--- config.mk ---
export PLATFORM = sky130hd
export DESIGN_NAME = erw_cordic
export DESIGN_NICKNAME = d
export VERILOG_FILES = /design/src/design/erw_pkg.sv /design/src/design/erw_cordic.sv
export SDC_FILE = /design/constraint.sdc
export NUM_CORES = 2
export LEC_CHECK = 0
export BUFFER_PORTS_ARGS = -buffer_cell sky130_fd_sc_hd__buf_2
export CORE_UTILIZATION = 35
export CTS_CLUSTER_DIAMETER = 40
export DETAILED_ROUTE_END_ITERATION = 8
export GPL_TIMING_DRIVEN = 0
export PLACE_DENSITY = 0.56
export SLEW_MARGIN = 5
export SYNTH_ARGS = -nofsm -noshare
export SYNTH_HDL_FRONTEND = slang
export SYNTH_SLANG_ARGS = --single-unit
--- constraint.sdc ---
create_clock -name clk_i -period 16.23 [get_ports clk_i]
set_input_delay 2.4345 -clock clk_i [delete_from_list [all_inputs] [get_ports clk_i]]
set_output_delay 2.4345 -clock clk_i [all_outputs]
set_load 0.005 [all_outputs]
--- src/design/erw_pkg.sv ---
// Package for the body-to-world rotation block: CORDIC constants and types.
// No dependencies.
`timescale 1ns / 1ps
`default_nettype none
package erw_pkg;
  localparam int AtanEntries = 24;
  localparam logic signed [33:0] CordicGain = 34'sd652032874;
  localparam int TrigQ = 14;

  function automatic logic signed [33:0] atan_turn32(input int unsigned i);
    logic signed [33:0] t;
    begin
      case (i)
        0: t = 34'sd536870912;
        1: t = 34'sd316933406;
        2: t = 34'sd167458907;
        3: t = 34'sd85004756;
        4: t = 34'sd42667331;
        5: t = 34'sd21354465;
        6: t = 34'sd10679838;
        7: t = 34'sd5340245;
        8: t = 34'sd2670163;
        9: t = 34'sd1335087;
        10: t = 34'sd667544;
        11: t = 34'sd333772;
        12: t = 34'sd166886;
        13: t = 34'sd83443;
        14: t = 34'sd41722;
        15: t = 34'sd20861;
        16: t = 34'sd10430;
        17: t = 34'sd5215;
        18: t = 34'sd2608;
        19: t = 34'sd1304;
        20: t = 34'sd652;
        21: t = 34'sd326;
        22: t = 34'sd163;
        23: t = 34'sd81;
        default: t = 34'sd0;
      endcase
      return t;
    end
  endfunction

  // sin/cos pair of one angle, Q14 (range [-16384, 16384])
  typedef struct packed {
    logic signed [15:0] c;
    logic signed [15:0] s;
  } trig_t;
endpackage
`default_nettype wire

--- src/design/erw_cordic.sv ---
// Pipelined rotation-mode CORDIC: binary angle in, Q14 cosine and sine out.
// Depends on erw_pkg. One stage per iteration; advances when en_i is high.
`timescale 1ns / 1ps
`default_nettype none
module erw_cordic #(
  parameter int ANGLE_WIDTH = 16,
  parameter int STAGES      = 16
) (
  input  wire                   clk_i,
  input  wire                   en_i,
  input  wire [ANGLE_WIDTH-1:0] angle_i,
  output erw_pkg::trig_t        trig_o
);
  localparam int N = (STAGES < erw_pkg::AtanEntries) ? STAGES : erw_pkg::AtanEntries;

  logic signed [33:0] x_q [N+1];
  logic signed [33:0] y_q [N+1];
  logic signed [33:0] z_q [N+1];
  logic [1:0]         quad_q [N+1];

  logic [31:0] a_w;
  logic [31:0] r_w;
  logic [1:0]  quad_w;
  assign a_w    = {angle_i, {(32-ANGLE_WIDTH){1'b0}}};
  assign quad_w = 2'((a_w + 32'h2000_0000) >> 30);
  assign r_w    = a_w - {quad_w, 30'd0};

  always_ff @(posedge clk_i) begin
    if (en_i) begin
      x_q[0]    <= erw_pkg::CordicGain;
      y_q[0]    <= '0;
      z_q[0]    <= 34'(signed'(r_w));
      quad_q[0] <= quad_w;
    end
  end

  for (genvar i = 0; i < N; i++) begin : g_stage
    always_ff @(posedge clk_i) begin
      if (en_i) begin
        if (!z_q[i][33]) begin
          x_q[i+1] <= x_q[i] - (y_q[i] >>> i);
          y_q[i+1] <= y_q[i] + (x_q[i] >>> i);
          z_q[i+1] <= z_q[i] - erw_pkg::atan_turn32(i);
        end else begin
          x_q[i+1] <= x_q[i] + (y_q[i] >>> i);
          y_q[i+1] <= y_q[i] - (x_q[i] >>> i);
          z_q[i+1] <= z_q[i] + erw_pkg::atan_turn32(i);
        end
        quad_q[i+1] <= quad_q[i];
      end
    end
  end

  logic signed [33:0] cr_w, sr_w;
  logic signed [15:0] c_w, s_w;
  assign cr_w = (x_q[N] + 34'sd32768) >>> 16;
  assign sr_w = (y_q[N] + 34'sd32768) >>> 16;
  assign c_w  = 16'(cr_w);
  assign s_w  = 16'(sr_w);

  always_ff @(posedge clk_i) begin
    if (en_i) begin
      case (quad_q[N])
        2'd0: begin trig_o.c <= c_w;  trig_o.s <= s_w;  end
        2'd1: begin trig_o.c <= -s_w; trig_o.s <= c_w;  end
        2'd2: begin trig_o.c <= -c_w; trig_o.s <= -s_w; end
        default: begin trig_o.c <= s_w; trig_o.s <= -c_w; end
      endcase
    end
  end
endmodule
`default_nettype wire

=== Word level (Yosys, flattened, before mapping) ===
Memories as Yosys holds them, arrays and structs flattened.
Cells that the tools add are included.

* Output and inout bits: 32
* Bits in writable memories: 1,768
* Register bits after elaboration: 32
* Memories kept: 4

* Bitwise logic cells: 48
* Muxes and demuxes: 147
* Add/sub/neg operators: 101
* Reduce and logical (&&, ||, !) cells: 1
* Equality and inequality tests: 2

{| class="wikitable"
|+ Memory list
! name !! depth !! width !! rd ports !! clocked after memory_dff !! wr ports !! RTL line !! source
|-
| x_q || 17 || 34 || 17 || 0 || 17 || erw_cordic.sv:16 || <nowiki>logic signed [33:0] x_q [N+1];</nowiki>
|-
| y_q || 17 || 34 || 17 || 0 || 17 || erw_cordic.sv:17 || <nowiki>logic signed [33:0] y_q [N+1];</nowiki>
|-
| z_q || 17 || 34 || 16 || 0 || 17 || erw_cordic.sv:18 || <nowiki>logic signed [33:0] z_q [N+1];</nowiki>
|-
| quad_q || 17 || 2 || 17 || 0 || 17 || erw_cordic.sv:19 || <nowiki>logic [1:0] quad_q [N+1];</nowiki>
|}

{| class="wikitable"
|+ Operators by type and width
! cell !! count
|-
| $mux W34 || 48
|-
| $mux W1 || 98
|-
| $pmux W32 S3 || 1
|-
| $add A34 B19 Y34 || 2
|-
| $add A34 B20 Y34 || 2
|-
| $add A34 B21 Y34 || 2
|-
| $add A34 B22 Y34 || 2
|-
| $add A34 B23 Y34 || 2
|-
| $add A34 B24 Y34 || 2
|-
| $add A34 B25 Y34 || 2
|-
| $add A34 B26 Y34 || 2
|-
| $add A34 B27 Y34 || 2
|-
| $add A34 B28 Y34 || 2
|-
| $add A34 B29 Y34 || 2
|-
| $add A34 B30 Y34 || 2
|-
| $add A34 B31 Y34 || 2
|-
| $add A34 B32 Y34 || 2
|-
| $add A34 B33 Y34 || 2
|-
| $sub A34 B19 Y34 || 2
|-
| $sub A34 B20 Y34 || 2
|-
| $sub A34 B21 Y34 || 2
|-
| $sub A34 B22 Y34 || 2
|-
| $sub A34 B23 Y34 || 2
|-
| $sub A34 B24 Y34 || 2
|-
| 51 further kinds || 110
|}

=== Depth between registers and ports, before layout ===
An unclocked memory read counts as a cell.

* Depth in word-level cells: 5
* Gate-level depth with buffers: 21
* Depth with buffers taken out: 21

=== Least setup slack after synthesis ===
OpenSTA, ideal clock, no wires.

* Path type: input to register
* From: input en_i
* To: memory x_q[11][30], data pin
* Path slack: 9.246 ns
* Arrival time: 6.725 ns
* Buffers on the path: 3
* Data required time: 15.971 ns
* Stages on the path: 17
* Library setup time: 0.259 ns
* Path through: clkbuf_1 > nand2_1 > clkbuf_1 > buf_1 > o21ai_0 > fa_1 > a21o_1 > a21oi_1 > o21bai_1 > a2111o_1 > a31oi_1 > o21ai_1 > a41o_1 > o41a_1 > a21o_1 > a21oi_1 > xnor2_1

{| class="wikitable"
|+ RTL lines
! item !! RTL line !! source
|-
| from (decl) || erw_cordic.sv:10 || <nowiki>input wire en_i,</nowiki>
|-
| to (decl) || erw_cordic.sv:16 ||
|}

==> out/metrics.yaml <==
status:
  outcome: "finished, final reports clean"
timing:
  fin_skew_ns: 0.0845
  hold_violations: 0
  rsz0062_at_grt: "false"
  slew_headroom_pct: 8.65
  min_period_over_period_pct: 61.0
  worst_pin_slew_ns: 1.37
  slew_viol_final: 0
  setup-violations-final: 0
  fmax_mhz: 101
  timing.setup.tns_ns: 0
  period_minus_slack_ns: 9.90
  holdWs_ns: 0.406
placement:
  routabilityCongestion: 0.897
  numPortBuffers: 49
  dp_hpwl_um: 263000
clock_network:
  cts_max_level: 5
  cts_setup_buffers: 0
  clock-sinks: 1477
  cts_tree: "built"
  root_buffer: "clkbuf_16"
  cts_made_buffers: 290
  clock_latency_ns: 0.89
  ctsHoldBuffers: 0
  cts_resized: 0
  path_clk_slew_ns: 0.05
  clockBufferDepth: 4
critical_path:
  critPathMaxFanout: 21
  cp_slowest_cell: "clkbuf_1"
  path_class: "in2reg"
  cp-end-kind: "flip-flop"
  cpPeakStageDelay_ns: 0.96
  crit_buf_inv: 7
  cpLargestDelayFamily: "buffers and inverters"
  required_ns: 16.84
  cp.arrival_ns: 10.52
  cp_common_cell: "o31ai_1"
  start_kind: "primary input"
  cp_cell_sequence: "buf_6 > clkbuf_2 > buf_12 > clkbuf_1 > nand2_1 > inv_1 > clkbuf_1 > buf_1 > nor2_1 > xnor2_1 > ha_1 > o21a_1 > o31a_1 > o21a_1 > o31ai_1 > o21ai_1 > o31ai_1 > a32oi_1 > nor4_1 > o31ai_1 > o41ai_1 > xnor2_1"
cells_and_area:
  fillCellCount: 34700
  drive_gt1_share_pct: 5.60
  nNetsFinal: 14600
  syn_to_final_growth_pct: 13.3
synthesis:
  syn-num-nets: 14200
  synthTopCellsByArea: "edfxtp_1 (36%), ha_1 (14%), xnor2_1 (8.6%), a21oi_1 (5.3%), xor2_1 (4.3%)"
  post-synth-top-count-cell: "edfxtp_1"
  yosysWarnings: 0
  ys_ff_latch: 1477
  syn_inst: 12800
  synth_edf_count: 1477
  synthDominantCellAreaShare_pct: 35.9
  syn_avg_cell_area_sq_um: 9.65
  synthTopCellsByCount: "edfxtp_1 (1477), ha_1 (1377), a21oi_1 (1314)"
  synth_ff_type: "edfxtp_1"
  yosysUniqueCellTypes: 94
  netlist_area_sq_um: 124000
  synth_top_area_cell: "edfxtp_1"
  synthArstFlopShare_pct: 0
  seq_area_frac_synth_pct: 35.9
grt:
  grt_remaining_overflow: 0
  grt_pass1_wl_um: 517000
  grt_usage_pct: 18.0
  grt_pass1_vias: 92900
  grt_start_max_net_pins: 67
  antenna_found_initial: 8
route:
  vias_per_cell: 5.33
  drt_wl_total_um: 328000
  drcViolationCount: 0
  avgRoutedWirePerCell_um: 18.2
  firstDrtPassIters: 5
  first_iter_violations: 6385
  vias: 95900
  antenna_left: 0
floorplanning:
  rows: 217
  dieArea_sq_um: 355000
  ioPinCount: 50
  fp.dieH_um: 596
  core_sq_um: 350000
  start_util_pct: 35.3
  dieWidth_um: 596
worst_hold_path:
  min_path_type: "reg2reg"
run:
  drv_cap: 0
==> final timing paths <==
check        slack (ns)              startpoint  cells past startpoint                      to
min                0.41  quad_q[8][1]$_DFFE_PP_                      0  quad_q[9][1]$_DFFE_PP_
max                6.33                    en_i                     22    y_q[8][33]$_DFFE_PP_
max reg2reg        9.91    z_q[7][33]$_DFFE_PP_                     18    y_q[8][33]$_DFFE_PP_
min reg2reg        0.41  quad_q[8][1]$_DFFE_PP_                      0  quad_q[9][1]$_DFFE_PP_
==> cell usage in the layout (no fill, tap or decap), types with 47 or more instances in the layout <==
cell type  instances
o21bai_1         166
buf_2             55
and2_1            66
xor2_1           608
o41ai_1           51
nor3_1           305
nand4_1           92
mux2i_1           73
o21a_1           192
o21ai_0          650
a21oi_1         1314
clkbuf_16        294
o31ai_1          140
nor4_1            87
or3_1             98
or2_2             47
inv_1            528
nand2_1          723
a211oi_1         125
xnor2_1         1214
nand2b_1         189
o211ai_1          50
nor2_1           955
a21o_1           644
nand3_1          249
and3_1           133
ha_1            1377
a31oi_1          114
edfxtp_1        1477
clkbuf_1         170
nor2b_1          188
==> routing by layer <==
metal	part of all wire (%)	GRT usage, %	up-vias
li1	-	-	48600
met1	45	23.0	44900
met2	48	31.6	1807
met3	3.6	1.76	515
met4	3.3	5.95	0
met5	0	0	-
==> stage by stage <==
step	instances	setup slack (ns)	cell area, sq um	utilization (%)
after floorplan	12800	9.25	124000	-
after global placement	17500	1.96	130000	37.0
after detailed placement	17500	5.23	130000	37.2
after CTS	18000	6.14	140000	40.0
after global routing	18000	5.76	140000	40.0
final	18000	6.33	140000	40.0
==> kinds of logic after synthesis <==
family / synth area share (%)
mux: 1.18
simple gates: 12.9
xor+xnor: 12.9
fa+ha+maj: 14.6
compound gates: 20.1
flops: 35.9
buf+inv: 2.31
==> sequential cells by signal, summed over array words and instances, names as in the netlist <==
register  count
quad_q       34
z_q         450
x_q         467
y_q         494
trig_o       32
==> final cells by class <==
class | count | area [sq um] | area share (%)
Tap cell | 4599 | 5750 | 4.11
Clock buffer | 318 | 7450 | 5.32
Clock inverter | 208 | 2350 | 1.68
Sequential cell | 1477 | 44400 | 31.7
Multi-Input combinational cell | 10600 | 76300 | 54.5
Antenna cell | 2 | 5.00 | 0.00358
Inverter | 541 | 2030 | 1.45
Timing Repair Buffer | 70 | 767 | 0.548
Buffer | 218 | 902 | 0.645
Power is left out: the tool's default activity adds up to more than one toggle a clock period on the data nets, which glitch-free logic cannot reach.
